**config.mk**
```make
export PLATFORM = sky130hd
export DESIGN_NAME = smeu_front
export DESIGN_NICKNAME = d
export VERILOG_FILES = /design/src/smeu_pkg.sv /design/src/smeu_front.sv
export SDC_FILE = /design/constraint.sdc
export NUM_CORES = 1
export LEC_CHECK = 0
export BUFFER_PORTS_ARGS = -buffer_cell sky130_fd_sc_hd__buf_2
export CORE_MARGIN = 2
export CORE_UTILIZATION = 23
export DETAILED_ROUTE_END_ITERATION = 12
export PLACE_DENSITY = 0.81
export SLEW_MARGIN = 20
export SYNTH_ARGS = -nofsm -noshare
export SYNTH_HDL_FRONTEND = slang
export SYNTH_SLANG_ARGS = --single-unit
```
**constraint.sdc**
```tcl
create_clock -name vclk -period 0.8
set_clock_uncertainty 0.1 [all_clocks]
set_input_delay 0.04 -clock vclk [all_inputs]
set_output_delay 0.04 -clock vclk [all_outputs]
set_load 0.01 [all_outputs]
```
**src/smeu_pkg.sv**
```systemverilog
`timescale 1ns / 1ps
// ----------------------------------------------------------------------------
// smeu_pkg
// Shared types and constants of the stack machine execute unit.
// ----------------------------------------------------------------------------
package smeu_pkg;

  localparam int unsigned StackDepth = 64;
  localparam int unsigned SpW        = $clog2(StackDepth + 1);
  localparam int unsigned AddrW      = $clog2(StackDepth);

  typedef enum logic [4:0] {
    OP_PUSH  = 5'd0,
    OP_ADD   = 5'd1,
    OP_SUB   = 5'd2,
    OP_MUL   = 5'd3,
    OP_DIV   = 5'd4,
    OP_MOD   = 5'd5,
    OP_NEG   = 5'd6,
    OP_PRINT = 5'd7,
    OP_DUP   = 5'd8,
    OP_DROP  = 5'd9,
    OP_SWAP  = 5'd10,
    OP_ROT   = 5'd11,
    OP_LT    = 5'd12,
    OP_LE    = 5'd13,
    OP_EQ    = 5'd14,
    OP_NE    = 5'd15,
    OP_GE    = 5'd16,
    OP_GT    = 5'd17,
    OP_AND   = 5'd18,
    OP_OR    = 5'd19,
    OP_NOT   = 5'd20
  } func_e;

  typedef enum logic [1:0] {
    ST_OK    = 2'd0,
    ST_UNDER = 2'd1,
    ST_OVER  = 2'd2,
    ST_DIVZ  = 2'd3
  } status_e;

  typedef struct packed {
    logic [4:0]         func;
    logic signed [31:0] literal;
  } in_t;

  typedef struct packed {
    logic [1:0]         status;
    logic               printed;
    logic signed [31:0] print_value;
    logic [6:0]         stack_depth;
    logic signed [31:0] top_value;
  } out_t;

  // Decoded request handed from front to back.
  typedef struct packed {
    logic [4:0]  func;
    logic [31:0] literal;
    logic [1:0]  need;   // entries read from the stack
    logic        grows;  // push or dup
    logic        nop;    // unused opcode
  } cmd_t;

endpackage

```
**src/smeu_front.sv**
```systemverilog
`timescale 1ns / 1ps
// ----------------------------------------------------------------------------
// smeu_front
// Accepts requests and classifies them by operand count and stack growth.
// ----------------------------------------------------------------------------
module smeu_front (
  input  logic              in_valid_i,
  output logic              in_ready_o,
  input  smeu_pkg::in_t     in_req_i,
  input  logic              q_full_i,
  output logic              q_push_o,
  output smeu_pkg::cmd_t    q_cmd_o
);

  always_comb begin
    q_cmd_o.func    = in_req_i.func;
    q_cmd_o.literal = in_req_i.literal;
    q_cmd_o.grows   = (in_req_i.func == smeu_pkg::OP_PUSH) ||
                      (in_req_i.func == smeu_pkg::OP_DUP);
    q_cmd_o.nop     = (in_req_i.func > smeu_pkg::OP_NOT);
    priority if (in_req_i.func == smeu_pkg::OP_PUSH) begin
      q_cmd_o.need = 2'd0;
    end else if (in_req_i.func == smeu_pkg::OP_DUP || in_req_i.func == smeu_pkg::OP_NEG ||
                 in_req_i.func == smeu_pkg::OP_PRINT || in_req_i.func == smeu_pkg::OP_DROP ||
                 in_req_i.func == smeu_pkg::OP_NOT) begin
      q_cmd_o.need = 2'd1;
    end else if (in_req_i.func == smeu_pkg::OP_ROT) begin
      q_cmd_o.need = 2'd3;
    end else if (in_req_i.func <= smeu_pkg::OP_OR) begin
      q_cmd_o.need = 2'd2;
    end else begin
      q_cmd_o.need = 2'd0;
    end
  end

  assign in_ready_o = !q_full_i;
  assign q_push_o   = in_valid_i && !q_full_i;

endmodule

```
======== Word-level counts from Yosys, hierarchy flattened ========
Index checks and enable logic that the tools add are counted.
storage, ports and cells
  register bits after elaboration ......... 0
  bits in latches ......................... 0
  memory bits (writable) .................. 0
  bits in read-only memories .............. 0
  output and inout port bits .............. 43
  word-level logic and storage cells ...... 20
  memories ................................ 0
cells by class
  add/subtract/negate cells ............... 0
  $mul .................................... 0
  divide/modulo/power cells ............... 0
  $lt $le $gt $ge ......................... 2
  equal/unequal tests ..................... 6
  shift operators ......................... 0
  mux-type cells .......................... 4
  bitwise logic cells ..................... 0
  reductions and logical operators ........ 8
operators by type and width
  operator                                                                number
  5-bit by 4-bit equality test with 1-bit output (second input constant)  3
  5-bit by 3-bit equality test with 1-bit output (second input constant)  2
  2-bit two-way mux                                                       4
  5-bit equality test (second input constant)                             1
  5-bit > comparator (second input constant)                              1
  5-bit <= comparator (second input constant)                             1
  5-bit zero test                                                         1
  1-bit logical OR                                                        5
  1-bit logical AND                                                       1
  1-bit zero test                                                         1

======== Depth between registers and ports, before layout ========
  depth in word-level cells ............... 7
  depth in mapped cells ................... 3

======== Least setup slack after synthesis ========
OpenSTA, ideal clock, no wires.
  path kind ............................... input -> output
  start point ............................. input port in_req_i[35] (netlist bit)
  end point ............................... output port q_cmd_o[2] (netlist bit)
  data arrival time ....................... 0.537 ns
  slack ................................... 0.123 ns
  cell stages on the path ................. 3
  buffers on the path ..................... 0
  cell sequence ........................... and4bb_1 a31oi_1 o22ai_1
RTL lines
  what                line              source
  start: declaration  smeu_front.sv:9   input smeu_pkg::in_t in_req_i,
  end: declaration    smeu_front.sv:12  output smeu_pkg::cmd_t q_cmd_o

==> out/metrics.yaml <==
status:
  outcome: "complete, but fails checks"
  violations: "setup timing"
sta:
  setup_viol: 2
  slew_headroom: 0.863
  slew_violations: 0
  finalCritPeriodShare: 1.08
  post-route-min-period_ns: 0.865
  hold_viol_final: 0
  worst_pin_slew_ns: 0.203
  max_freq_mhz: 1160
  setup_slack_ns: -0.0646
  rsz0062_at_grt: "yes"
yosys:
  syn_nets: 94
  seq_area_frac_synth: 0
  syn-cell-area_sq_um: 383
  yosys.area.top_type: "buf_4"
  synthMuxAreaShare: 0
  synth_area_leaders: "buf_4 73%, o21ai_0 3.9%, inv_1 3.9%"
  synth_xor_area_frac: 0
  synth_compound_area_frac: 0.101
  avgSynthCellArea_sq_um: 6.96
  synth_top_family_by_area: "buffers and inverters"
  synth_cells: 55
  synthSimpleGateAreaFrac: 0.134
  yosysWarningCount: 0
  synth_cell_types: 12
  netlist.area_leader.share: 0.725
  synthAdderAreaFrac: 0
grt:
  grt_overflow: 0
  grt_usage: 0.0848
  met1_usage: 0.0940
  busiest_layer: "met2"
  grt_max_degree: 8
  grt_pass1_vias: 341
  grt_pass1_wl_um: 1350
  antenna_found_initial: 0
  use_met3: 0.0120
  use_met2: 0.168
final_layout:
  stdcell_area_sq_um: 638
  stdcell_count: 91
  clkbuf_count: 0
  final_nets: 116
  seq_cells: 0
  ff_latch_area_sq_um: 0
  syn_to_final_growth_pct: 66.7
  diodes: 0
  final_layout_size_suffix_gt1_frac: 0.347
setup_path:
  critPathLaunchType: "primary input"
  crit_path_end_kind: "output pin"
  crit_arrival_ns: 0.72
  path_max_fanout: 7
  path_class: "in -> out"
  required_ns: 0.66
power:
  vdd_drop_max_mv: 0.169
  p_per_area_mw_per_mm2: 543
  p_leak_nw: 0.313
die:
  core_sq_mm: 0.00154
  design.portCount: 82
  start_util: 0.248
  dieHeight_um: 44.8
  die_area_sq_mm: 0.00201
  row_count: 14
  die_x_um: 44.8
placement:
  dp_cells: 58
  hpwl_um: 597
  io_buffers: 18
  dpl_cell_area_sq_um: 260
  pre_cts_ws_ns: -0.120
  gp_congestion: 0.579
hold_path:
  hold_path.class: "in -> out"
routing:
  routed_via_density: 4.45
  wire_per_inst_um: 11.2
  wirelength_um: 1020
  drtIter0Drc: 1
  drt_pass1_iterations: 2
  routed-via-count: 405
  drc: 0
  ant_nets: 0
job:
  drv_cap: 0
[cell usage after synthesis]
library cell / instances
a21oi_1: 1
nor2_1: 2
inv_1: 4
and4bb_1: 1
and3b_1: 1
nor2b_1: 1
nor4_1: 1
buf_4: 37
a31oi_1: 2
and3b_2: 1
o21ai_0: 3
o22ai_1: 1
[metrics by stage]
step / total power, W / hold WS, ns / utilization / setup TNS, ns
6_report: 0.000346 / 0.175 / 0.414 / -0.0875
5_1_grt: 0.000374 / 0.193 / 0.414 / -0.374
4_1_cts: 0.000347 / 0.183 / 0.412 / -0.0937
3_5_place_dp: 0.000139 / -0.0199 / 0.169 / -0.248
3_3_place_gp: 0.000136 / -0.0199 / 0.169 / -0.236
2_1_floorplan: 0.000230 / 0.0235 / - / 0
[cell families after synthesis]
| group | after synthesis |
|---|---|
| buf+inv | 41 |
| simple gates | 7 |
| compound gates | 7 |
[final timing paths]
kind	from	to	slack, ns	depth (start not counted)
setup / recovery	in_req_i[34]	q_cmd_o[2]	-0.06	5
hold / removal	in_req_i[35]	q_cmd_o[39]	0.18	2
[cells in the final DEF (no fill, tap or decap)]
master | netlist | routed
buf_6 | 0 | 4
nor4_1 | 1 | 1
a31oi_1 | 2 | 2
o22ai_1 | 1 | 1
and4bb_1 | 1 | 1
buf_4 | 37 | 5
and3b_1 | 1 | 1
dlygate4sd3_1 | 0 | 32
nor2_1 | 2 | 2
nor2b_1 | 1 | 1
buf_2 | 0 | 13
o21ai_1 | 0 | 3
buf_8 | 0 | 3
and3b_2 | 1 | 1
a21oi_1 | 1 | 1
inv_1 | 4 | 4
[critical path, cell delays in order]
cell     delay, ns
buf_8         0.10
and3b_2       0.20
a31oi_1       0.14
o22ai_1       0.09
buf_2         0.14
[power breakdown]
part / leakage (nW) / switching [W] / internal [W]
registers: 0 / 0 / 0
clock network: 0 / 0 / 0
logic: 0.313 / 0.000142 / 0.000204
total: 0.313 / 0.000142 / 0.000204
[timing repair]
action / 4_1_cts / 5_1_grt
setup endpoints to repair: 4 / 4
buffers inserted: 1 / 0
hold buffers: 32 / 0
pin swaps: 5 / 0
endpoints found under the hold margin: 32 / 0
resized for setup: 14 / 2
[per-layer routing]
metal | vias to the layer above | part of all wire
li1 | 182 | -
met1 | 169 | 0.30
met2 | 54 | 0.50
met3 | 0 | 0.19
met4 | 0 | 0
met5 | - | 0
[final cells by class]
class | count | area, sq um
timing repair buffer | 57 | 513
inverter | 4 | 15.0
multi-input combinational | 14 | 90.1
fill | 151 | 903
tap | 16 | 20.0
Power figures use the tool's default switching activity.
