$ cat src/smeu_pkg.sv
`timescale 1ns / 1ps
// ----------------------------------------------------------------------------
// smeu_pkg
// Shared types and constants of the stack machine execute unit.
// ----------------------------------------------------------------------------
package smeu_pkg;

  localparam int unsigned StackDepth = 64;
  localparam int unsigned SpW        = $clog2(StackDepth + 1);
  localparam int unsigned AddrW      = $clog2(StackDepth);

  typedef enum logic [4:0] {
    OP_PUSH  = 5'd0,
    OP_ADD   = 5'd1,
    OP_SUB   = 5'd2,
    OP_MUL   = 5'd3,
    OP_DIV   = 5'd4,
    OP_MOD   = 5'd5,
    OP_NEG   = 5'd6,
    OP_PRINT = 5'd7,
    OP_DUP   = 5'd8,
    OP_DROP  = 5'd9,
    OP_SWAP  = 5'd10,
    OP_ROT   = 5'd11,
    OP_LT    = 5'd12,
    OP_LE    = 5'd13,
    OP_EQ    = 5'd14,
    OP_NE    = 5'd15,
    OP_GE    = 5'd16,
    OP_GT    = 5'd17,
    OP_AND   = 5'd18,
    OP_OR    = 5'd19,
    OP_NOT   = 5'd20
  } func_e;

  typedef enum logic [1:0] {
    ST_OK    = 2'd0,
    ST_UNDER = 2'd1,
    ST_OVER  = 2'd2,
    ST_DIVZ  = 2'd3
  } status_e;

  typedef struct packed {
    logic [4:0]         func;
    logic signed [31:0] literal;
  } in_t;

  typedef struct packed {
    logic [1:0]         status;
    logic               printed;
    logic signed [31:0] print_value;
    logic [6:0]         stack_depth;
    logic signed [31:0] top_value;
  } out_t;

  // Decoded request handed from front to back.
  typedef struct packed {
    logic [4:0]  func;
    logic [31:0] literal;
    logic [1:0]  need;   // entries read from the stack
    logic        grows;  // push or dup
    logic        nop;    // unused opcode
  } cmd_t;

endpackage

$ cat src/smeu_back.sv
`timescale 1ns / 1ps
// ----------------------------------------------------------------------------
// smeu_back
// Executes decoded requests on the stack memory; serial divider for div/mod.
// ----------------------------------------------------------------------------
module smeu_back (
  input  logic           clk_i,
  input  logic           rst_ni,
  input  logic           cmd_valid_i,
  input  smeu_pkg::cmd_t cmd_i,
  output logic           cmd_pop_o,
  output logic           out_valid_o,
  input  logic           out_ready_i,
  output smeu_pkg::out_t out_rsp_o
);

  typedef enum logic [6:0] {
    S_IDLE  = 7'b0000001,
    S_READ  = 7'b0000010,
    S_CALC  = 7'b0000100,
    S_DIV   = 7'b0001000,
    S_WRITE = 7'b0010000,
    S_TOP   = 7'b0100000,
    S_OUT   = 7'b1000000
  } state_e;

  localparam int unsigned SpW   = smeu_pkg::SpW;
  localparam int unsigned AddrW = smeu_pkg::AddrW;

  state_e             state_q, state_d;
  logic [SpW-1:0]     sp_q, nsp_q;
  smeu_pkg::cmd_t     cmd_q;
  logic [1:0]         cnt_q, wn_q;
  logic [31:0]        opr_q [3];
  logic [AddrW-1:0]   wa_q [3];
  logic [31:0]        wd_q [3];
  logic [1:0]         status_q;
  logic               printed_q;
  logic [31:0]        pval_q;
  logic [32:0]        rem_q;
  logic [31:0]        quo_q, divb_q;
  logic [5:0]         dcnt_q;
  logic               neg_q_q, neg_r_q;
  smeu_pkg::out_t     out_q;

  logic [31:0]        mem [smeu_pkg::StackDepth];
  logic [31:0]        rdata_q;
  logic [AddrW-1:0]   raddr;
  logic               we;
  logic [AddrW-1:0]   waddr;
  logic [31:0]        wdata;

  logic [31:0] a, b, c, r;
  logic [32:0] rem_sh;
  logic [31:0] mag_q, mag_r;

  assign b = opr_q[0];
  assign a = opr_q[1];
  assign c = opr_q[2];

  always_comb begin
    unique case (cmd_q.func)
      smeu_pkg::OP_ADD: r = a + b;
      smeu_pkg::OP_SUB: r = a - b;
      smeu_pkg::OP_MUL: r = a * b;
      smeu_pkg::OP_LT:  r = {31'd0, $signed(a) <  $signed(b)};
      smeu_pkg::OP_LE:  r = {31'd0, $signed(a) <= $signed(b)};
      smeu_pkg::OP_EQ:  r = {31'd0, a == b};
      smeu_pkg::OP_NE:  r = {31'd0, a != b};
      smeu_pkg::OP_GE:  r = {31'd0, $signed(a) >= $signed(b)};
      smeu_pkg::OP_GT:  r = {31'd0, $signed(a) >  $signed(b)};
      smeu_pkg::OP_AND: r = {31'd0, (a == 32'd1) && (b == 32'd1)};
      smeu_pkg::OP_OR:  r = {31'd0, (a == 32'd1) || (b == 32'd1)};
      default:          r = 32'd0;
    endcase
  end

  assign rem_sh = {rem_q[31:0], quo_q[31]};
  assign mag_q  = neg_q_q ? (32'd0 - quo_q) : quo_q;
  assign mag_r  = neg_r_q ? (32'd0 - rem_q[31:0]) : rem_q[31:0];

  // Memory port control.
  always_comb begin
    raddr = (state_q == S_READ) ? AddrW'(sp_q - SpW'(cnt_q) - SpW'(1))
                                : AddrW'(nsp_q - SpW'(1));
    we    = (state_q == S_WRITE) && (cnt_q < wn_q);
    waddr = wa_q[cnt_q[1:0]];
    wdata = wd_q[cnt_q[1:0]];
  end

  always_ff @(posedge clk_i) begin
    if (we) mem[waddr] <= wdata;
    rdata_q <= mem[raddr];
  end

  always_comb begin
    state_d = state_q;
    unique case (state_q)
      S_IDLE:  if (cmd_valid_i) begin
        state_d = (cmd_i.nop || (sp_q < SpW'(cmd_i.need)) ||
                   (cmd_i.grows && sp_q == SpW'(smeu_pkg::StackDepth))) ? S_WRITE : S_READ;
      end
      S_READ:  if (cnt_q == cmd_q.need) state_d = S_CALC;
      S_CALC:  state_d = ((cmd_q.func == smeu_pkg::OP_DIV || cmd_q.func == smeu_pkg::OP_MOD)
                          && b != 32'd0) ? S_DIV : S_WRITE;
      S_DIV:   if (dcnt_q == 6'd32) state_d = S_WRITE;
      S_WRITE: if (cnt_q == wn_q) state_d = S_TOP;
      S_TOP:   state_d = S_OUT;
      S_OUT:   if (out_ready_i) state_d = S_IDLE;
      default: state_d = S_IDLE;
    endcase
  end

  always_ff @(posedge clk_i or negedge rst_ni) begin
    if (!rst_ni) begin
      state_q <= S_IDLE;
      sp_q    <= '0;
      nsp_q   <= '0;
      cnt_q   <= 2'd0;
      wn_q    <= 2'd0;
    end else begin
      state_q <= state_d;
      unique case (state_q)
        S_IDLE: if (cmd_valid_i) begin
          cnt_q <= 2'd0;
          wn_q  <= 2'd0;
          nsp_q <= sp_q;
        end
        S_READ: if (cnt_q != cmd_q.need) cnt_q <= cnt_q + 2'd1;
        S_CALC: begin
          cnt_q <= 2'd0;
          unique case (cmd_q.func)
            smeu_pkg::OP_PUSH, smeu_pkg::OP_DUP: begin
              wn_q <= 2'd1; nsp_q <= sp_q + SpW'(1);
            end
            smeu_pkg::OP_NEG:   wn_q <= 2'd1;
            smeu_pkg::OP_PRINT, smeu_pkg::OP_DROP: nsp_q <= sp_q - SpW'(1);
            smeu_pkg::OP_SWAP:  wn_q <= 2'd2;
            smeu_pkg::OP_ROT:   wn_q <= 2'd3;
            smeu_pkg::OP_NOT: begin
              if (b == 32'd1 || b == 32'd0) wn_q <= 2'd1;
              else                          nsp_q <= sp_q - SpW'(1);
            end
            smeu_pkg::OP_DIV, smeu_pkg::OP_MOD: begin
              if (b != 32'd0) begin
                wn_q <= 2'd1; nsp_q <= sp_q - SpW'(1);
              end
            end
            default: begin
              wn_q <= 2'd1; nsp_q <= sp_q - SpW'(1);
            end
          endcase
        end
        S_DIV:   ;
        S_WRITE: if (cnt_q != wn_q) cnt_q <= cnt_q + 2'd1;
                 else sp_q <= nsp_q;
        S_TOP:   ;
        S_OUT:   ;
        default: ;
      endcase
    end
  end

  // Datapath registers, no reset.
  always_ff @(posedge clk_i) begin
    unique case (state_q)
      S_IDLE: if (cmd_valid_i) begin
        cmd_q     <= cmd_i;
        printed_q <= 1'b0;
        pval_q    <= 32'd0;
        priority if (cmd_i.nop)                                status_q <= smeu_pkg::ST_OK;
        else if (sp_q < SpW'(cmd_i.need))                      status_q <= smeu_pkg::ST_UNDER;
        else if (cmd_i.grows && sp_q == SpW'(smeu_pkg::StackDepth))
                                                               status_q <= smeu_pkg::ST_OVER;
        else                                                   status_q <= smeu_pkg::ST_OK;
      end
      S_READ: if (cnt_q != 2'd0) opr_q[cnt_q - 2'd1] <= rdata_q;
      S_CALC: begin
        unique case (cmd_q.func)
          smeu_pkg::OP_PUSH: begin wa_q[0] <= AddrW'(sp_q); wd_q[0] <= cmd_q.literal; end
          smeu_pkg::OP_DUP:  begin wa_q[0] <= AddrW'(sp_q); wd_q[0] <= b; end
          smeu_pkg::OP_NEG: begin
            wa_q[0] <= AddrW'(sp_q - SpW'(1)); wd_q[0] <= 32'd0 - b;
          end
          smeu_pkg::OP_PRINT: begin printed_q <= 1'b1; pval_q <= b; end
          smeu_pkg::OP_DROP: ;
          smeu_pkg::OP_SWAP: begin
            wa_q[0] <= AddrW'(sp_q - SpW'(2)); wd_q[0] <= b;
            wa_q[1] <= AddrW'(sp_q - SpW'(1)); wd_q[1] <= a;
          end
          smeu_pkg::OP_ROT: begin
            wa_q[0] <= AddrW'(sp_q - SpW'(3)); wd_q[0] <= a;
            wa_q[1] <= AddrW'(sp_q - SpW'(2)); wd_q[1] <= b;
            wa_q[2] <= AddrW'(sp_q - SpW'(1)); wd_q[2] <= c;
          end
          smeu_pkg::OP_NOT: begin
            wa_q[0] <= AddrW'(sp_q - SpW'(1)); wd_q[0] <= {31'd0, b == 32'd0};
          end
          smeu_pkg::OP_DIV, smeu_pkg::OP_MOD: begin
            // Divide magnitudes; fix signs at the end.
            wa_q[0] <= AddrW'(sp_q - SpW'(2));
            if (b == 32'd0) status_q <= smeu_pkg::ST_DIVZ;
            rem_q   <= 33'd0;
            quo_q   <= a[31] ? (32'd0 - a) : a;
            divb_q  <= b[31] ? (32'd0 - b) : b;
            neg_q_q <= a[31] ^ b[31];
            neg_r_q <= a[31];
            dcnt_q  <= 6'd0;
          end
          default: begin wa_q[0] <= AddrW'(sp_q - SpW'(2)); wd_q[0] <= r; end
        endcase
      end
      S_DIV: begin
        if (dcnt_q != 6'd32) begin
          dcnt_q <= dcnt_q + 6'd1;
          if (rem_sh >= {1'b0, divb_q}) begin
            rem_q <= rem_sh - {1'b0, divb_q};
            quo_q <= {quo_q[30:0], 1'b1};
          end else begin
            rem_q <= rem_sh;
            quo_q <= {quo_q[30:0], 1'b0};
          end
        end else begin
          wd_q[0] <= (cmd_q.func == smeu_pkg::OP_DIV) ? mag_q : mag_r;
        end
      end
      S_TOP: begin
        out_q.status      <= status_q;
        out_q.printed     <= printed_q;
        out_q.print_value <= pval_q;
        out_q.stack_depth <= 7'(sp_q);
        out_q.top_value   <= (sp_q == '0) ? 32'd0 : rdata_q;
      end
      S_WRITE: ;
      S_OUT:   ;
      default: ;
    endcase
  end

  assign cmd_pop_o   = (state_q == S_IDLE) && cmd_valid_i;
  assign out_valid_o = (state_q == S_OUT);
  assign out_rsp_o   = out_q;

`ifndef SYNTHESIS
  a_sp_range: assert property (@(posedge clk_i) disable iff (!rst_ni)
    sp_q <= SpW'(smeu_pkg::StackDepth))
    else $error("stack pointer beyond depth");

  a_out_done: assert property (@(posedge clk_i) disable iff (!rst_ni)
    out_valid_o && out_ready_i |=> state_q == S_IDLE)
    else $error("result not retired after acceptance");

  a_over_full: assert property (@(posedge clk_i) disable iff (!rst_ni)
    out_valid_o && out_rsp_o.status == smeu_pkg::ST_OVER |->
    sp_q == SpW'(smeu_pkg::StackDepth))
    else $error("overflow reported on a stack that is not full");

  a_pop_idle: assert property (@(posedge clk_i) disable iff (!rst_ni)
    cmd_pop_o |=> state_q == S_READ || state_q == S_WRITE)
    else $error("request popped without starting execution");
`endif

endmodule

$ cat config.mk
export PLATFORM = sky130hd
export DESIGN_NAME = smeu_back
export DESIGN_NICKNAME = d
export VERILOG_FILES = /design/src/smeu_pkg.sv /design/src/smeu_back.sv
export SDC_FILE = /design/constraint.sdc
export NUM_CORES = 2
export LEC_CHECK = 0
export BUFFER_PORTS_ARGS = -buffer_cell sky130_fd_sc_hd__buf_2
export CAP_MARGIN = 20
export CELL_PAD_IN_SITES_DETAIL_PLACEMENT = 0
export CELL_PAD_IN_SITES_GLOBAL_PLACEMENT = 2
export CORE_MARGIN = 3
export CORE_UTILIZATION = 40
export CTS_CLUSTER_SIZE = 20
export DETAILED_ROUTE_END_ITERATION = 10
export PLACE_DENSITY_LB_ADDON = 0.1
export SYNTH_ARGS = -nofsm -noshare
export SYNTH_HDL_FRONTEND = slang
export SYNTH_SLANG_ARGS = --single-unit
$ cat constraint.sdc
create_clock -name clk_i -period 7.82 [get_ports clk_i]
set_input_delay 0.782 -clock clk_i [delete_from_list [all_inputs] [get_ports clk_i]]
set_output_delay 0.782 -clock clk_i [all_outputs]
set_load 0.02 [all_outputs]
# ---- Word-level counts from Yosys, hierarchy flattened
# Memory sizes are Yosys's and may differ from the RTL's. A register that Yosys moved wholly into a read port is not among the register bits.
# Cells that the tools add are included.
dict set report word_totals {
  register_bits 277
  ramBits 2258
  memories 4
}
dict set report classes {
  addsub 17
  multipliers 1
  order_cmp 7
  eq_ne 54
  mux 100
  bitwise 18
  reduce_logical 33
}
# memory depth word_bits rd rd_ports_with_merged_regs write_ports line
set mem_list {}
lappend mem_list {mem 64 32 1 1 1 smeu_back.sv:46} ;# logic [31:0] mem [smeu_pkg::StackDepth];
lappend mem_list {opr_q 3 32 3 0 1 smeu_back.sv:34} ;# logic [31:0] opr_q [3];
lappend mem_list {wd_q 3 32 1 0 3 smeu_back.sv:36} ;# logic [31:0] wd_q [3];
lappend mem_list {wa_q 3 6 1 0 3 smeu_back.sv:35} ;# logic [AddrW-1:0] wa_q [3];
# cell n
set ops {}
lappend ops {{two-way mux 32 bit} 19}
lappend ops {{one-hot mux 32 bit (11 select lines)} 1}
lappend ops {{one-hot mux 32 bit (2 select lines)} 3}
lappend ops {{subtractor 1 x 32 -> 32 bit, first input constant} 4}
lappend ops {{two-way mux 6 bit} 11}
lappend ops {{== test 32 x 1 -> 1 bit, second input constant} 2}
lappend ops {{subtractor 32 bit} 2}
lappend ops {{two-way mux 7 bit} 8}
lappend ops {{one-hot mux 7 bit (7 select lines)} 1}
lappend ops {{== test 5 x 4 -> 1 bit, second input constant} 8}
lappend ops {{two-way mux 1 bit} 35}
lappend ops {{>= comparator 33 x 32 -> 1 bit} 1}
lappend ops {{adder 32 bit} 1}
lappend ops {{== test 32 bit} 1}
lappend ops {{>= comparator 32 bit} 1}
lappend ops {{> comparator 32 bit} 1}
lappend ops {{less-or-equal comparator 32 bit} 1}
lappend ops {{logical NOT 32 bit} 1}
lappend ops {{< comparator 32 bit} 1}
lappend ops {{multiplier 32 x 32 -> 32 bit} 1}
lappend ops {{!= test 32 bit} 1}
lappend ops {{nonzero test 32 bit} 1}
lappend ops {{two-way mux 31 bit} 1}
lappend ops {{one-hot mux 7 bit (4 select lines)} 1}
lappend ops {{other kinds (52)} 123}

# ---- Longest topological paths before layout
dict set report logic_depth {
  depth_word 11
  ltp_mapped 28
  depth_no_buf 26
}

# ---- Worst setup path after synthesis
# Ideal clock, no wire load.
dict set report synth_path {
  path_kind {flip-flop to flip-flop}
  from {memory opr_q[0][2]}
  to {memory wd_q[0][30] (data pin)}
  setup_time_ns 0.265
  t_arrival_ns 7.051
  t_required_ns 7.555
  slack_ns 0.504
  path_stages_with_launch 26
  synth_period_minus_slack_ns 7.316
  path_cell_list {edfxtp_1 > clkbuf_1 > clkbuf_1 > and2_1 > fa_1 > inv_1 > fa_1 > fa_1 > fa_1 > inv_1 > fa_1 > inv_1 > fa_1 > inv_1 > fa_1 > fa_1 > ha_1 > a21o_1 > a21o_1 > a32oi_1 > o211a_1 > o21ai_0 > and2_1 > o21ai_0 > mux2_2 > or3_1}
}
# element line
set synth_rtl {}
lappend synth_rtl {{start, declared} smeu_back.sv:34}
lappend synth_rtl {{end, declared} smeu_back.sv:36}

==> results by stage <==
Worst setup path:
- STA classifies the critical path endpoint as a register.
- The endpoint identified for the worst register-to-register timing path is wd_q[0][30].
- The top fanout value on the critical path is 7.
- The timing startpoint of the critical path is opr_q[0][2].
- The data arrival time of the critical path is 8.21 ns.
- On the worst path, the slowest cell contributes a delay of 0.58 ns.
- The worst reg2reg path depth is 23.
- The worst setup path is launched from a register.
- The most repeated library cell on the critical path is sky130_fd_sc_hd__fa_1.
- The critical path is of the reg2reg type.
- The worst flop-to-flop path startpoint is opr_q[0][2].
- In this run the worst setup path terminates at wd_q[0][30].
- The worst-case register-to-register setup slack is 0.23 ns.
- The endpoint required time on the critical path is 8.44 ns.
- The standard cell with the maximum stage delay on the critical path is sky130_fd_sc_hd__fa_1.
- The critical path goes through buf_4 > buf_4 > nand2_1 > fa_1 > inv_1 > fa_1 > inv_1 > fa_1 > fa_1 > inv_1 > fa_1 > fa_1 > fa_1 > fa_1 > ha_1 > and4_1 > a32oi_1 > o211a_4 > o21ai_2 > and2_1 > o21ai_0 > mux2_2 > or3_1.

STA:
- The highest achievable clock rate is 131.7 MHz.
- Setup violations remaining at the end of the flow were counted as 0.
- The worst clock skew is 0.05673 ns.
- The transition time at the pin with the least slew margin is 1.185 ns.
- Setup repair after global routing could not meet its margin everywhere.
- The final worst slack is 0.2277 ns.
- The tightest slew margin relative to the limit is 0.2075.
- The number of max-slew violations in the final report is 0.
- In the final timing run, aggregate negative setup slack is 0 ns.
- Dividing the final minimum period by the clock period gives 0.9709.
- The final hold slack is 0.09048 ns.
- The number of hold violations in the final report is 0.
- The worst path in the final design needs a cycle of 7.592 ns, including I/O delays and setup.

Detailed routing:
- In this run the remaining antenna-violating nets after routing total 0.
- The first TritonRoute pass finished after 6 iterations.
- The post-detailed-route via-to-cell ratio is 5.664.
- The initial detailed-routing violation count is 7815.
- The final route contains 86720 vias.
- The total routed wirelength is 445.1 mm.
- The DRC violation count after routing is 0.
- After detailed routing, the average wire length per cell comes to 29.07 µm.

Logic synthesis:
- The most used flip-flop cell after synthesis is sky130_fd_sc_hd__edfxtp_1.
- The cell count after synthesis came out at 10710.
- In this run, synthesis inferred 2510 flip-flops with an integrated enable.
- After synthesis, the share of flip-flops with an asynchronous set or reset is 0.009739.
- Counting distinct cell types in the post-synthesis netlist gives 89.
- The synthesized netlist occupies a cell area of 126000 µm².
- The number of nets in the synthesized netlist is 11400.
- The register bit count reported by yosys is 2567.
- For this run, the number of Yosys warnings is 0.
- The average instance in the mapped netlist occupies 11.77 µm².
- For this run, the register share of the synthesized area comes to 0.6084.

Floorplan:
- The floorplan step set the die height to 567.2 µm.
- The site row count is 205.
- The starting utilization of the core area is 0.4029.
- In this run the standard cell core region covers 312700 µm².
- The area enclosed by the die boundary is 321700 µm².
- Measured along the x axis, the die boundary spans 567.2 µm.
- The number of ports placed on the die boundary is 121.

Layout:
- The commonest non-fill, non-tap cell in the layout is sky130_fd_sc_hd__nand2_1.
- For this run, the share of the core covered by cells in the final layout is 0.4604.
- The final net count is 11620.
- The final non-filler cell area is 144000 µm².
- The count of fill cells added during filler insertion is 28520.
- In the final layout, the multi-input gates occupy 45540 µm².
- Registers take 76640 µm².
- In the layout the commonest cells are sky130_fd_sc_hd__nand2_1, sky130_fd_sc_hd__edfxtp_1, sky130_fd_sc_hd__nand3_1, sky130_fd_sc_hd__inv_1, sky130_fd_sc_hd__buf_4.
- The area added between synthesis and finish is 14.29%.
- The share of cells above drive strength 1 is 0.1073.

GRT:
- The total track usage is 0.2721.
- Entering global routing, the biggest net connects 119 pins.
- met2 is the most crowded layer.
- The total grt overflow is 0.
- The via count of the first global-routing pass is 85610.
- For this run, global-route usage on met3 was measured as 0.02664.
- The met2 track demand over resource is 0.4635.
- The number of antenna violations at the first check in global routing is 17.
- The routing usage on met1 is 0.3613.
- The first global-routing pass estimated 637.3 mm of wire.

Pwr:
- The worst vdd rail ir drop is 0.0004270 V.
- Dividing total power by cell area gives a power density of 361.4 nW/µm².
- The leakage power of the design is 52.12 nW.

Clock network:
- TritonCTS built the clock tree.
- The deepest clock path buffer count is 4.
- The number of sinks driven by the clock tree is 2567.
- Counting the buffers created by CTS gives 297.
- The post-CTS clock slew at the launch and capture registers of the worst setup and hold paths is 0.06 ns.
- The worst-skew pair later-pin latency is 0.91 ns.
- The tree is rooted in a sky130_fd_sc_hd__clkbuf_16.
- The H-tree generated during clock tree synthesis spans 5 levels.

Placement:
- The HPWL after detailed placement is 293.0 mm.
- Prior to clock tree synthesis, the placed netlist has a worst setup slack of -0.05467 ns.
- At the end of routability-driven placement, the weighted congestion stood at 0.9037.
- The number of input and output port buffers inserted is 120.
- The placed instances occupy a cell area of 134100 µm².

Status:
- The run finished with clean final reports.

Hold path:
- The classification of the worst-slack hold path is in2reg.
- The startpoint of the tightest hold check path is cmd_i[9].
- The number of instances on the worst hold path is 1.

Run:
- The tool flagged a number of max-cap violations equal to 0.
## worst max-delay path: cells and delay by family (launching register included)
family	cells	cell delay, ns
AO/OA/AOI/OAI	4	0.73
adder cells (fa/ha/maj)	9	4.49
buffers and inverters	5	0.51
flip-flops	1	0.48
multiplexers	1	0.34
AND/OR/NAND/NOR	4	0.76
## registers in the layout (all words and copies together), names as in the netlist, 6 cells and up
signal	flops
pval_q	32
divb_q	32
nsp_q	7
mem	2048
out_rsp_o	74
dcnt_q	6
quo_q	32
opr_q	96
rdata_q	32
state_q	7
rem_q	32
wa_q	18
sp_q	7
wd_q	96
cmd_q	39
## timing repair
item,in CTS,in global routing
hold endpoints to repair,31,0
endpoints found under the setup margin,1,10
pin swaps,1,3
resized for setup,2,10
hold buffers,8,0
buffers inserted,0,3
## layout make-up
cell class                 instances  share of cell area
antenna                           12           0.0002086
clock buffer                     384             0.05519
clock inverter                   152             0.01159
inverter                         521             0.01361
multi-input combinational       6908              0.3164
sequential                      2567              0.5324
tap                             4140             0.03598
timing repair buffer             626             0.03466
## Yosys cell counts, drive strengths merged (147+ instances only)
| cell type | instances | area, µm² |
|---|---|---|
| a21oi | 331 | 1657 |
| a311oi | 388 | 3398 |
| a31oi | 147 | 919.6 |
| and2 | 263 | 1645 |
| and3 | 281 | 1758 |
| buf | 179 | 917.1 |
| clkbuf | 530 | 1989 |
| edfxtp | 2510 | 75370 |
| fa | 412 | 8248 |
| ha | 242 | 3028 |
| inv | 518 | 1944 |
| nand2 | 2572 | 9654 |
| nand3 | 571 | 2858 |
| nor2 | 340 | 1276 |
| o21ai | 289 | 1450 |
| xnor2 | 175 | 1533 |
## layer usage
| layer | wire length (µm) | share of wire |
|---|---|---|
| met1 | 186400 | 0.42 |
| met2 | 218200 | 0.49 |
| met3 | 21640 | 0.049 |
| met4 | 18810 | 0.042 |
| met5 | 0 | 0 |
## cell families (layout without fill, tap and decap cells)
| logic type | after synthesis | in the layout | synth area share |
|---|---|---|---|
| buffers and inverters | 1230 | 1683 | 0.03860 |
| other | 0 | 12 | 0 |
| and+or+nand+nor | 4290 | 4290 | 0.1502 |
| adders and majority gates | 655 | 655 | 0.08960 |
| DFF | 2567 | 2567 | 0.6084 |
| AOI/OAI and AO/OA | 1602 | 1602 | 0.08712 |
| xor gates and xnor gates | 277 | 277 | 0.01926 |
| muxes | 84 | 84 | 0.006804 |
## stage by stage
step	instances	total power [mW]
after global routing	15300	54.68
after detailed placement	14750	38.53
after CTS	15290	52.52
after floorplan	10710	29.76
final	15310	52.03
after global placement	14740	38.36
## power breakdown
group	internal, mW	switching, mW
sequential	16.7	0.620
clock	8.16	5.75
combinational	5.99	14.8
total	30.9	21.2
## how the worst min path moves through the flow
stage / end / slack, ns
after floorplan: out_rsp_o[39] / 0.40
final: cmd_q[9] / 0.09
after global placement: out_rsp_o[51] / 0.40
after global routing: cmd_q[9] / 0.06
after detailed placement: out_rsp_o[45] / 0.40
after CTS: cmd_q[9] / 0.02
Note: power is estimated with default switching activity, not from simulation.
