## src/smeu_pkg.sv

```systemverilog
`timescale 1ns / 1ps
// ----------------------------------------------------------------------------
// smeu_pkg
// Shared types and constants of the stack machine execute unit.
// ----------------------------------------------------------------------------
package smeu_pkg;

  localparam int unsigned StackDepth = 64;
  localparam int unsigned SpW        = $clog2(StackDepth + 1);
  localparam int unsigned AddrW      = $clog2(StackDepth);

  typedef enum logic [4:0] {
    OP_PUSH  = 5'd0,
    OP_ADD   = 5'd1,
    OP_SUB   = 5'd2,
    OP_MUL   = 5'd3,
    OP_DIV   = 5'd4,
    OP_MOD   = 5'd5,
    OP_NEG   = 5'd6,
    OP_PRINT = 5'd7,
    OP_DUP   = 5'd8,
    OP_DROP  = 5'd9,
    OP_SWAP  = 5'd10,
    OP_ROT   = 5'd11,
    OP_LT    = 5'd12,
    OP_LE    = 5'd13,
    OP_EQ    = 5'd14,
    OP_NE    = 5'd15,
    OP_GE    = 5'd16,
    OP_GT    = 5'd17,
    OP_AND   = 5'd18,
    OP_OR    = 5'd19,
    OP_NOT   = 5'd20
  } func_e;

  typedef enum logic [1:0] {
    ST_OK    = 2'd0,
    ST_UNDER = 2'd1,
    ST_OVER  = 2'd2,
    ST_DIVZ  = 2'd3
  } status_e;

  typedef struct packed {
    logic [4:0]         func;
    logic signed [31:0] literal;
  } in_t;

  typedef struct packed {
    logic [1:0]         status;
    logic               printed;
    logic signed [31:0] print_value;
    logic [6:0]         stack_depth;
    logic signed [31:0] top_value;
  } out_t;

  // Decoded request handed from front to back.
  typedef struct packed {
    logic [4:0]  func;
    logic [31:0] literal;
    logic [1:0]  need;   // entries read from the stack
    logic        grows;  // push or dup
    logic        nop;    // unused opcode
  } cmd_t;

endpackage

```

## src/smeu_queue.sv

```systemverilog
`timescale 1ns / 1ps
// ----------------------------------------------------------------------------
// smeu_queue
// Two-entry queue of decoded requests between front and back.
// ----------------------------------------------------------------------------
module smeu_queue (
  input  logic           clk_i,
  input  logic           rst_ni,
  input  logic           push_i,
  input  smeu_pkg::cmd_t push_cmd_i,
  output logic           full_o,
  input  logic           pop_i,
  output logic           valid_o,
  output smeu_pkg::cmd_t pop_cmd_o
);

  smeu_pkg::cmd_t slot_q [2];
  logic       wptr_q, rptr_q;
  logic [1:0] cnt_q;

  always_ff @(posedge clk_i or negedge rst_ni) begin
    if (!rst_ni) begin
      wptr_q <= 1'b0;
      rptr_q <= 1'b0;
      cnt_q  <= 2'd0;
    end else begin
      if (push_i) wptr_q <= ~wptr_q;
      if (pop_i)  rptr_q <= ~rptr_q;
      cnt_q <= cnt_q + {1'b0, push_i} - {1'b0, pop_i};
    end
  end

  always_ff @(posedge clk_i) begin
    if (push_i) slot_q[wptr_q] <= push_cmd_i;
  end

  assign full_o    = cnt_q[1];
  assign valid_o   = (cnt_q != 2'd0);
  assign pop_cmd_o = slot_q[rptr_q];

endmodule

```

## config.mk

```make
export PLATFORM = sky130hd
export DESIGN_NAME = smeu_queue
export DESIGN_NICKNAME = d
export VERILOG_FILES = /design/src/smeu_pkg.sv /design/src/smeu_queue.sv
export SDC_FILE = /design/constraint.sdc
export NUM_CORES = 1
export LEC_CHECK = 0
export BUFFER_PORTS_ARGS = -buffer_cell sky130_fd_sc_hd__buf_2
export CORE_AREA = 4 4 83 85
export DETAILED_ROUTE_END_ITERATION = 8
export DIE_AREA = 0 0 87 89
export MAX_ROUTING_LAYER = met4
export PLACE_DENSITY = 0.94
export RECOVER_POWER = 50
export SYNTH_ARGS = -nofsm -noshare
export SYNTH_HDL_FRONTEND = slang
export SYNTH_SLANG_ARGS = --single-unit
```

## constraint.sdc

```tcl
create_clock -name clk_i -period 6.87 [get_ports clk_i]
set_input_delay 0.687 -clock clk_i [delete_from_list [all_inputs] [get_ports clk_i]]
set_output_delay 0.687 -clock clk_i [all_outputs]
set_load 0.005 [all_outputs]
```

-- Yosys cells after proc, flatten, opt, wreduce, memory -nomap -nowiden
Memories as Yosys holds them, arrays and structs flattened.
Cells that the tools add are included.
- bits in registers: 4
- output and inout bits: 43
- RAM bits: 82
- memories: 1
- bitwise gates (word level): 2
- muxes and demuxes: 2
- $add $sub $neg: 2
- reduce and logical (&&, ||, !) cells: 1
- memories (memory ; depth ; bits a word ; rd ports ; clocked after Yosys merged registers in ; wr ports ; line ; RTL):
    slot_q ; 2 ; 41 ; 1 ; 0 ; 1 ; smeu_queue.sv:17 ; smeu_pkg::cmd_t slot_q [2];
- operator list (kind ; number):
    2-bit by 1-bit adder with 2-bit output ; 1
    1-bit 2-to-1 mux ; 2
    1-bit inverter ; 2
    2-bit nonzero test ; 1
    2-bit by 1-bit subtractor with 2-bit output ; 1

-- Logic depth before layout (Yosys ltp)
Gate-level depths: netlist of the first run.
- word-level depth: 2
- depth in mapped cells: 5
- depth with buffers taken out: 5

-- Least setup slack after synthesis of the first run
Ideal clock, no wire load.
- path type: in2reg
- start point: input port push_i
- end point: memory slot_q[0][0] (netlist bit) (enable)
- buffers on the path: 0
- data arrival time: 2.519 ns
- cell stages on the path: 1
- slack: 3.907 ns
- library setup time: 0.444 ns
- path through: nor2b_1
- longest elaborated chain between the ends: 2
- RTL lines (item ; line ; RTL):
    start, declared ; smeu_queue.sv:9 ; input logic push_i,
    1-bit 2-to-1 mux ; smeu_queue.sv:34 ; if (push_i) slot_q[wptr_q] <= push_cmd_i;
    1-bit 2-to-1 mux (not written as such) ; smeu_queue.sv:34 ;
    end, declared ; smeu_queue.sv:17 ;
Every way passes these cells.

==> metrics.md, run 1 <==
| Metric | Value |
|---|---|
| Final max-slew violation count | 42 |
| P_sw | about 0.4 mW |
| Critical Path Sink | pop_cmd_o[0] |
| Clock power share | 0.233 |
| Status | finished with violations |
| Static leakage | approximately 1.6 nW |
| Hold buffers post-CTS | 0 |
| GRT Total Usage | 0.149 |
| Post-synth net total | around 190 |
| Synth top area share | 0.734 |
| Post-DP HPWL | 3650 um |
| CP peak stage delay | 0.89 ns |
| Fin crit share | 0.438 |
| Crit path max fanout | 28 |
| DRT Wirelength | ~5200 um |
| TritonCTS clock tree | built |
| Setup Fix Bufs, Post-CTS | 0 |
| Die W | ~87 um |
| Sw Share | 0.258 |
| Worst Skew | ~0.0081 ns |
| Drt wl/cell | ~16 um |
| H-tree depth | 3 |
| Internal | roughly 1.2 mW |
| Area grow syn2layout | 18.9% |
| Drt drc | 0 |
| Antenna diodes | 0 |
| Reg-to-reg endpoint | slot_q[1][21]$_DFFE_PP_ |
| First-pass GRT wire length | around 8000 um |
| Initial antenna violation count | 0 |
| Synth Cell Area | roughly 0.0034 mm2 |
| Largest net degree at the start of global routing | 42 |
| Final hold vios | 0 |
| Yosys cell types | 13 |
| Inst Count DP | 302 |
| Final net count | approximately 280 |
| Hold Path Class | in -> async |
| Vias per inst | a little under 5 |
| Critical path launch point | rptr_q$_DFFE_PN0P_ |
| Sequential power share | 0.476 |
| Clock Latency Late Sink | roughly 0.35 ns |
| Yosys reg bits | 86 |
| Die height | 89 um |
| Core area | approximately 0.0062 mm2 |
| # IOs | just under 90 |
| Worst setup EP type | output port |
| Cells after Synth | between 100 and 150 |
| Sequential share of the synthesized area | 0.764 |
| Num CTS Buffers | 9 |
| Buffer depth of the longest clock path | 2 |
| Min cycle time layout | 3.01 ns |
| First DRT Iteration DRCs | 112 |
| CP Cell Sequence | buf_4 -> mux2_2 -> buf_2 |
| Setup CP Type | reg -> out |
| PwrDens | around 400 mW/mm2 |
| Share of layout cells above drive strength 1 | 0.485 |
| Reg-to-Reg Start | wptr_q$_DFFE_PN0P_ |
| Die area | ~0.0077 mm2 |
| Clock transition at path regs | roughly 0.080 ns |
| Setup tns final | 0 ns |
| Drt first pass iters | 3 |
| Initial cell density of the core | 0.541 |
| Synth top area cells | edfxtp_1 (73%), mux2_4 (17%), dfrtp_1 (3.0%), buf_12 (2.4%), ha_1 (0.75%) |
| Crit-path leading delay family | flip-flops |
| Slew @ Worst Pin | roughly 2.7 ns |
| Max Clk Rate | ~330 MHz |
| Final ANT Viol Nets | 0 |
| Vias in the first global route | 1665 |
| IO Port Bufs | 87 |
| Sink Count | 86 |
| Number of synthesis warnings | 0 |
| Buf/Inv on CP | 2 |
| Row Count | 29 |
| Slew headroom | -0.773 |
| Stages on worst setup path | 3 |
| Root Buffer | clkbuf_8 |
| Final Setup Violations | 0 |
| Peak supply drop | 0.265 mV |
| Grt ovf | 0 |
| Area leader, netlist | edfxtp_1 |
| FF-to-FF path depth | 1 |
| Worst setup SP type | register |
| Slowest CP cell | dfrtp_1 |
| Max-cap violations | 1 |
| RSZ-0062 raised after global routing | false |
| Failing checks | max-capacitance violations, max-slew violations |
| Mean area per synthesized cell | approximately 24 um2 |
| CP arrival | between 2 and 2.5 ns |
| CP Data Required Time | a little over 6 ns |
| Gpl congestion | ~0.7 |
| Overall power | about 1.6 mW |
| Count of cells resized by post-cts repair | 0 |
| Comb pwr share | 0.291 |
| Non-Filler Instances | 318 |
| Via Count | roughly 1600 |
| Reg2Reg Setup Slack | around 4 ns |
[logic make-up after synthesis]
kind of cell	Yosys count	synth area share
DFF	86	0.764
muxes	41	0.181
buffers and inverters	7	0.0295
xor gates and xnor gates	3	0.0123
and+or+nand+nor	3	0.00560
adders and majority gates	2	0.00746
[power by group through the flow]
| stage | clock network (mW) | registers, mW | logic [mW] |
|---|---|---|---|
| 2_1_floorplan | 0 | 0.735 | 0.380 |
| 3_5_place_dp | 0 | 0.765 | 0.470 |
| 6_report | 0.369 | 0.754 | 0.460 |
| 3_3_place_gp | 0 | 0.757 | 0.464 |
| 5_1_grt | 0.403 | 0.767 | 0.497 |
| 4_1_cts | 0.377 | 0.753 | 0.473 |
[through the flow]
stage | setup slack, ns | utilization | instance area [um2] | hold WS (ns)
floorplan | 3.91 | - | 3350 | 0.391
global placement | 4.49 | 0.614 | 3810 | 0.499
detailed placement | 4.48 | 0.614 | 3810 | 0.504
CTS | 4.09 | 0.649 | 4030 | 0.114
global route | 3.69 | 0.643 | 3990 | 0.147
finish | 3.86 | 0.643 | 3990 | 0.165
[cells in the final DEF, fill, tap and decap left out]
| cell | instances |
|---|---|
| buf_4 | 1 |
| dfrtp_1 | 4 |
| clkbuf_8 | 9 |
| clkbuf_1 | 29 |
| xor3_1 | 1 |
| edfxtp_1 | 82 |
| ha_1 | 2 |
| and2_0 | 1 |
| inv_1 | 2 |
| mux2_2 | 2 |
| xor2_1 | 2 |
| buf_2 | 59 |
| clkinv_2 | 1 |
| clkinv_1 | 1 |
| nor2b_4 | 1 |
| bufinv_16 | 2 |
| mux2_4 | 39 |
| clkinv_4 | 2 |
| or2_2 | 1 |
[registers in the layout, summed over array words and instances, names as in the netlist]
signal,flops
rptr_q,1
slot_q,82
wptr_q,1
cnt_q,2
[how the worst min path moves through the flow]
stage / start / end / slack [ns] / cells after the start
global placement: rst_ni / cnt_q[0]$_DFF_PN0_ / 0.50 / 1
CTS: rst_ni / cnt_q[1]$_DFF_PN0_ / 0.11 / 1
finish: rst_ni / cnt_q[1]$_DFF_PN0_ / 0.17 / 1
global route: rst_ni / cnt_q[0]$_DFF_PN0_ / 0.15 / 1
floorplan: rst_ni / cnt_q[0]$_DFF_PN0_ / 0.39 / 0
detailed placement: rst_ni / cnt_q[1]$_DFF_PN0_ / 0.50 / 1
[Yosys cell counts]
cell type  number
edfxtp_1       82
mux2_4         39
buf_12          4
dfrtp_1         4
ha_1            2
inv_1           2
mux2_2          2
xor2_1          2
and2_1          1
buf_6           1
nor2b_1         1
or2_2           1
xor3_1          1
[layer usage]
metal | routed length (um) | vias up | GRT usage
met3 | 494 | 10 | 0.0553
met2 | 2560 | 75 | 0.240
met4 | 95 | 0 | 0.0722
met5 | 0 | - | -
li1 | - | 741 | -
met1 | 2090 | 729 | 0.163
[cell type report]
type,instances,area (um2)
sequential,86,2560
fill,463,2220
multi-input combinational,49,701
timing repair buffer,88,408
clock buffer,10,128
tap,77,96.3
clock inverter,6,86.3
inverter,2,7.51
No activity file was read; power rests on OpenSTA's default activity.
==> run 2, diff against run 1 <==
--- a/config.mk
+++ b/config.mk
@@ -5,12 +5,13 @@
 export SDC_FILE = /design/constraint.sdc
 export NUM_CORES = 1
 export LEC_CHECK = 0
+export ABC_AREA = 1
 export BUFFER_PORTS_ARGS = -buffer_cell sky130_fd_sc_hd__buf_2
-export CORE_AREA = 4 4 83 85
+export CORE_AREA = 4 4 87 89
 export DETAILED_ROUTE_END_ITERATION = 8
-export DIE_AREA = 0 0 87 89
+export DIE_AREA = 0 0 91 93
 export MAX_ROUTING_LAYER = met4
-export PLACE_DENSITY = 0.94
+export PLACE_DENSITY = 0.88
 export RECOVER_POWER = 50
 export SYNTH_ARGS = -nofsm -noshare
 export SYNTH_HDL_FRONTEND = slang
==> constraint.sdc (replaced) <==
create_clock -name clk_i -period 3.1 [get_ports clk_i]
set_input_delay 0.31 -clock clk_i [delete_from_list [all_inputs] [get_ports clk_i]]
set_output_delay 0.31 -clock clk_i [all_outputs]
set_load 0.005 [all_outputs]
==> run 2 against run 1 <==
Against the previous run: the flow now finishes without violations; sequential power rose by 140%; worst hold slack got worse by 0.0042 ns; via count is 23% higher; first-iteration DRC count fell by 5.4%; power is 120% higher; largest power group unchanged.
==> metrics.md, run 2 <==
| Metric | Value |
|---|---|
| Status | finished, final reports clean |
| Row Count | 30 (+3.4%) |
| CP peak stage delay | 1.02 ns (+0.13 ns) |
| Clock transition at path regs | 0.08 ns (about the same) |
| Most common cell after layout, fill and taps aside | edfxtp_1 |
| EDFF count, synth | 82 (unchanged) |
| Worst hold slack | 0.161 ns (-0.00416 ns) |
| Max Clk Rate | 463 MHz |
| TritonCTS clock tree | built |
| Antenna diodes | 0 (unchanged) |
| Clock Latency Late Sink | 0.33 ns (-0.02 ns) |
| Vias in the first global route | 1921 (+15%) |
| DRT Wirelength | 5390 um (+2.8%) |
| Max-cap violations | 0 (-1) |
| Buffer depth of the longest clock path | 2 (unchanged) |
| Die W | 91 um (+4.6%) |
| Min cycle time layout | around 2.2 ns |
| Synth top area share | 0.721 (-0.0126) |
| Sequential share of the synthesized area | 0.751 (-0.0132) |
| Largest register FFs | 82 (unchanged) |
| Most common cell in the synthesized netlist | edfxtp_1 |
| Slew headroom | 0.358 (+1.13) |
| Fin crit share | 0.697 |
| Min-delay src | push_cmd_i[5] |
| Largest net degree at the start of global routing | 84 (+100%) |
| Crit-path leading delay family | flip-flops |
| Worst setup SP type | register |
| Setup tns final | 0 ns (unchanged) |
| Post-DP HPWL | 3600 um (-1.6%) |
| GRT Total Usage | 0.145 (-0.00391) |
| Synth Flop Type | edfxtp_1 |
| RSZ-0062 raised after global routing | false |
| Synth top cells by count | edfxtp_1 (82), inv_1 (48), nand2_1 (48) |
| Synth top area cells | edfxtp_1 (72%), o21ai_2 (7.7%), inv_1 (5.3%), nand2_1 (5.3%), buf_8 (3.1%) |
| Crit path max fanout | 83 (+200%) |
| Area leader, netlist | edfxtp_1 |
| H-tree depth | 3 (unchanged) |
| Drt first pass iters | 4 (+1) |
| Yosys cell types | 14 (+1) |
| Area grow syn2layout | 17.7% |
| Cells after Synth | 238 (+68%) |
| Final Setup Violations | 0 (unchanged) |
| Initial antenna violation count | 0 (unchanged) |
| Count of cells resized by post-cts repair | 0 (unchanged) |
| PwrDens | 856 mW/mm2 (+120%) |
| Largest registers | slot_q x82, cnt_q x2 |
| Die height | 93 um (+4.5%) |
| Number of synthesis warnings | 0 (unchanged) |
| Sink Count | 86 (unchanged) |
| Slowest CP cell | dfrtp_4 |
| Share of layout cells above drive strength 1 | 0.324 (-0.161) |
| Largest Register | slot_q |
| Slew @ Worst Pin | 0.963 ns (-1.70 ns) |
| Worst setup EP type | output port |
| Worst Hold Path Cells | 1 |
| Worst Skew | 0.00658 ns (-0.00155 ns) |
| Drt wl/cell | 13.0 um (-21%) |
| Gpl congestion | 0.705 (+1.9%) |
| Reg-to-reg endpoint | slot_q[0][13]$_DFFE_PP_ |
| Hold Path Class | in -> reg |
| Post-synth net total | 285 (+51%) |
| Initial cell density of the core | 0.505 (-0.0354) |
| Commonest cells after routing, fill and taps aside | edfxtp_1 (82), buf_2 (63), nand2_1 (48), inv_1 (47), o21ai_2 (30) |
| CP Data Required Time | 2.79 ns (-3.39 ns) |
| Via Count | 1905 (+23%) |
| Mean area per synthesized cell | 14.3 um2 (-39%) |
| CP arrival | 1.85 ns (-0.47 ns) |
| Synth Cell Area | 0.00341 mm2 (+1.8%) |
| Buf/Inv on CP | 1 (-1) |
| Peak supply drop | 0.715 mV (+170%) |
| Root Buffer | clkbuf_8 |
| Final ANT Viol Nets | 0 (unchanged) |
| Endpoint, Worst Hold | slot_q[0][5]$_DFFE_PP_ |
| Final max-slew violation count | 0 (-100%) |
| Die area | 0.00846 mm2 (+9.3%) |
| Reg-to-Reg Start | wptr_q$_DFFE_PN0P_ |
| Async S/R FF share, synth | 0.0465 (unchanged) |
| First DRT Iteration DRCs | 106 (-5.4%) |
| CP Cell Sequence | o21ai_0 -> buf_2 |
| Yosys reg bits | 86 (unchanged) |
| Reg2Reg Setup Slack | 0.95 ns (-3.07 ns) |
| Vias per inst | 4.61 (-5.7%) |
| Static leakage | 1.69 nW (+6.8%) |
| Final net count | 376 (+33%) |
| Grt ovf | 0 (unchanged) |
| Num CTS Buffers | 9 (unchanged) |
| FF-to-FF path depth | 2 (+1) |
| Core area | 0.00676 mm2 (+8.9%) |
| Drt drc | 0 (unchanged) |
| IO Port Bufs | 87 (unchanged) |
| Final hold vios | 0 (unchanged) |
| Setup CP Type | reg -> out |
| First-pass GRT wire length | 9230 um (+17%) |
| # IOs | 88 (unchanged) |
[run 2: logic make-up (layout without fill, tap and decap cells)]
kind of cell               count (synthesis)  count (layout)  synth area share
AOI/OAI and AO/OA                         41              41            0.0931
xor gates and xnor gates                   2               2           0.00513
adders and majority gates                  2               2           0.00733
buffers and inverters                     57             152            0.0883
DFF                                       86              86             0.751
and+or+nand+nor                           50              50            0.0553
[run 2: worst max path at each step]
| stage | from | end | cells after the start |
|---|---|---|---|
| after floorplan | wptr_q$_DFFE_PN0P_ | slot_q[0][0]$_DFFE_PP_ | 1 |
| after global placement | rptr_q$_DFFE_PN0P_ | pop_cmd_o[40] | 2 |
| after detailed placement | rptr_q$_DFFE_PN0P_ | pop_cmd_o[40] | 2 |
| after CTS | rptr_q$_DFFE_PN0P_ | pop_cmd_o[40] | 2 |
| after global routing | wptr_q$_DFFE_PN0P_ | slot_q[0][15]$_DFFE_PP_ | 2 |
| final | rptr_q$_DFFE_PN0P_ | pop_cmd_o[40] | 2 |
[run 2: cell type report]
cell class / instances / area, um2
repair buffers: 89 / 420
clock inverters: 5 / 75.1
fillers: 572 / 2740
multi-input cells: 95 / 549
inverters: 48 / 180
well taps: 80 / 100
clock buffers: 10 / 128
flip-flops and latches: 86 / 2570
[run 2: timing repair]
item	4_1_cts	5_1_grt
hold buffers	1	0
setup endpoints to repair	0	0
hold endpoints to repair	4	0
buffers inserted	0	0
[run 2: worst register-to-register path, delay by kind of cell, from the launching register on]
family	cells	cell delay (ns)
buffers and inverters	1	0.82
AND/OR/NAND/NOR	1	0.53
flip-flops	1	0.41
[run 2: power breakdown]
group | internal, mW | total (mW) | switching (mW)
sequential | 1.55 | 1.79 | 0.237
combinational | 0.394 | 0.853 | 0.460
clock | 0.445 | 0.800 | 0.356
[run 2: routing by layer]
metal	global-route usage	wire length [um]	share of wire	vias to the layer above
li1	-	-	-	983
met4	0.0716	42	0.0078	0
met1	0.168	2250	0.42	865
met5	-	0	0	-
met2	0.234	2790	0.52	53
met3	0.0402	303	0.056	4
[run 2: through the flow]
| step | power (mW) | cell area [um2] | utilization | std cells | setup WS, ns |
|---|---|---|---|---|---|
| after floorplan | 2.42 | 3410 | - | 238 | 0.523 |
| after global placement | 2.67 | 3850 | 0.569 | 397 | 1.28 |
| after detailed placement | 2.71 | 3850 | 0.569 | 397 | 1.29 |
| after CTS | 3.52 | 4060 | 0.601 | 413 | 0.915 |
| after global routing | 3.70 | 4020 | 0.595 | 413 | 0.756 |
| final | 3.44 | 4020 | 0.595 | 413 | 0.940 |
==> run 3, diff against run 2 <==
==> constraint.sdc (replaced) <==
create_clock -name clk_i -period 2.2 [get_ports clk_i]
set_input_delay 0.22 -clock clk_i [delete_from_list [all_inputs] [get_ports clk_i]]
set_output_delay 0.22 -clock clk_i [all_outputs]
set_load 0.005 [all_outputs]
==> run 3 against run 2 <==
Against the previous run: combinational power increased by 76%; register-to-register slack got worse by 0.36 ns; highest routed layer unchanged; critical path type unchanged; critical endpoint is now pop_cmd_o[38]; routed wire length increased by 7.9%; count of clock-buffer cells in the layout decreased by 1; clock skew decreased by 0.00074 ns; first-iteration DRC count decreased by 17%.
==> metrics.md, run 3 (synthesized netlist as in run 2, its figures left out) <==
| Metric | Value |
|---|---|
| Internal | 3.22 mW (+35%) |
| Final instance area | 0.00405 mm2 (+0.81%) |
| Multi-input logic area | 557 um2 (+1.4%) |
| Worst setup EP type | output port |
| Inst Count DP | 401 (+1.0%) |
| Slew @ Worst Pin | 0.677 ns (-0.286 ns) |
| Post-DP Area | 0.00391 mm2 (+1.8%) |
| Setup CP Type | reg -> out |
| Register area | 0.00257 mm2 (unchanged) |
| Vias per inst | 4.73 (+2.6%) |
| Clock transition at path regs | 0.08 ns (about the same) |
| Root Buffer | clkbuf_8 |
| Non-Filler Instances | 417 (+0.97%) |
| Post-DP HPWL | 4150 um (+16%) |
| Largest Register | slot_q |
| CP Data Required Time | 1.98 ns (-0.81 ns) |
| Die W | 91 um (unchanged) |
| Largest net degree at the start of global routing | 31 (-63%) |
| H-tree depth | 3 (unchanged) |
| Most common cell after layout, fill and taps aside | edfxtp_1 |
| Slew headroom | 0.548 (+0.190) |
| # IOs | 88 (unchanged) |
| Commonest cells after routing, fill and taps aside | edfxtp_1 (82), buf_2 (66), inv_1 (48), nand2_1 (48), o21ai_2 (30) |
| Peak supply drop | 0.679 mV (-4.9%) |
| Drt wl/cell | 13.9 um (+6.9%) |
| Max Clk Rate | about 520 MHz |
| CP arrival | 1.72 ns (-0.13 ns) |
| Clock Latency Late Sink | 0.34 ns (about the same) |
| Area grow syn2layout | 18.7% |
| Drt first pass iters | 4 (unchanged) |
| IO Port Bufs | 87 (unchanged) |
| Crit path max fanout | 28 (-66%) |
| Share of layout cells above drive strength 1 | 0.338 (+0.0140) |
| DRT Wirelength | 5810 um (+7.9%) |
| Grt ovf | 0 (unchanged) |
| Core area | 0.00676 mm2 (unchanged) |
| Via Count | 1973 (+3.6%) |
| Vias in the first global route | 2097 (+9.2%) |
| Sequential power share | 0.497 (-0.022) |
| Comb pwr share | 0.316 (+0.068) |
| Final max-slew violation count | 0 (unchanged) |
| First-pass GRT wire length | 9680 um (+4.9%) |
| Drt drc | 0 (unchanged) |
| Sink Count | 86 (unchanged) |
| Initial cell density of the core | 0.505 (unchanged) |
| Worst setup SP type | register |
| Largest register FFs | 82 (unchanged) |
| Min cycle time layout | between 1.5 and 2 ns |
| Final net count | 380 (+1.1%) |
| Largest registers | slot_q x82, cnt_q x2 |
| Num CTS Buffers | 9 (unchanged) |
| Buffer depth of the longest clock path | 2 (unchanged) |
| Final Setup Violations | 0 (unchanged) |
| Sw Share | 0.323 (+0.0170) |
| Setup Fix Bufs, Post-CTS | 0 (unchanged) |
| Fin crit share | 0.881 |
| TritonCTS clock tree | built |
| Max-cap violations | 0 (unchanged) |
| Die height | 93 um (unchanged) |
| Status | finished, final reports clean |
| P_sw | 1.53 mW (+46%) |
| PwrDens | 1170 mW/mm2 (+37%) |
| Setup WS post-layout | 0.263 ns (-0.678 ns) |
| Worst Skew | 0.00583 ns (-0.000744 ns) |
| Pre-CTS setup slack | 0.600 ns (-0.693 ns) |
| Hold buffers post-CTS | 1 (unchanged) |
| First DRT Iteration DRCs | 88 (-17%) |
| Antenna diodes | 0 (unchanged) |
| Setup tns final | 0 ns (unchanged) |
| Die area | 0.00846 mm2 (unchanged) |
| Hold Path Class | in -> reg |
| Final ANT Viol Nets | 0 (unchanged) |
| Clock power share | 0.187 (-0.046) |
| Row Count | 30 (unchanged) |
| Initial antenna violation count | 0 (unchanged) |
| Gpl congestion | 0.740 (+5.0%) |
| Static leakage | 1.71 nW (+1.0%) |
| Fin util | 0.600 (+0.00482) |
| Count of cells resized by post-cts repair | 0 (unchanged) |
| Fill count | 552 (-3.5%) |
| Final hold vios | 0 (unchanged) |
| GRT Total Usage | 0.154 (+0.00971) |
| RSZ-0062 raised after global routing | false |
## run 3: cell types whose count changed in the layout (fill, tap and decap cells not counted), moves of 2 or more
| cell | change |
|---|---|
| buf_12 | +3 |
| clkbuf_1 | -4 |
| buf_2 | +3 |
| clkinv_1 | +2 |
| buf_4 | +2 |
| bufinv_16 | -2 |
## run 3: layout make-up
class	instances	share of cell area
clock buffers	9	0.0306
flip-flops and latches	86	0.633
inverters	48	0.0445
multi-input cells	95	0.137
repair buffers	93	0.122
clock inverters	6	0.00741
well taps	80	0.0247
## run 3: per-layer routing
layer  vias up  track usage  part of all wire
met5         -            -                 0
met4         0       0.0892             0.028
met3        13       0.0330             0.056
met2        59        0.264              0.53
met1       901        0.168              0.39
li1       1000            -                 -
## run 3: metrics by stage
step | total power [mW] | hold WS (ns)
6_report | 4.75 | 0.0602
5_1_grt | 5.10 | 0.0395
4_1_cts | 4.84 | 0.0455
3_5_place_dp | 3.95 | 0.0334
3_3_place_gp | 3.87 | 0.0283
2_1_floorplan | 3.41 | -0.0756
## run 3: worst paths after layout
| check | end | slack, ns | start | cells after the start |
|---|---|---|---|---|
| hold / removal | slot_q[1][24]$_DFFE_PP_ | 0.06 | push_cmd_i[24] | 1 |
| setup reg to reg | slot_q[1][20]$_DFFE_PP_ | 0.59 | wptr_q$_DFFE_PN0P_ | 3 |
| setup / recovery | pop_cmd_o[38] | 0.26 | rptr_q$_DFFE_PN0P_ | 4 |
| min in group asynchronous | cnt_q[0]$_DFF_PN0_ | 0.26 | rst_ni | 2 |
| max in group asynchronous | rptr_q$_DFFE_PN0P_ | 1.72 | rst_ni | 2 |
| hold reg to reg | wptr_q$_DFFE_PN0P_ | 0.56 | wptr_q$_DFFE_PN0P_ | 1 |
## run 3: power by group through the flow
stage	Sequential, mW	Clock, mW	Combinational [mW]
after CTS	2.37	0.921	1.55
after floorplan	2.29	0	1.13
final	2.36	0.887	1.50
after global routing	2.41	1.00	1.69
after global placement	2.39	0	1.48
after detailed placement	2.40	0	1.54
## run 3: critical path: stages, from the launching register on
cell and delay (ns):
dfrtp_4 0.66, buf_4 0.36, nand2_1 0.09, o21ai_0 0.11, buf_2 0.15
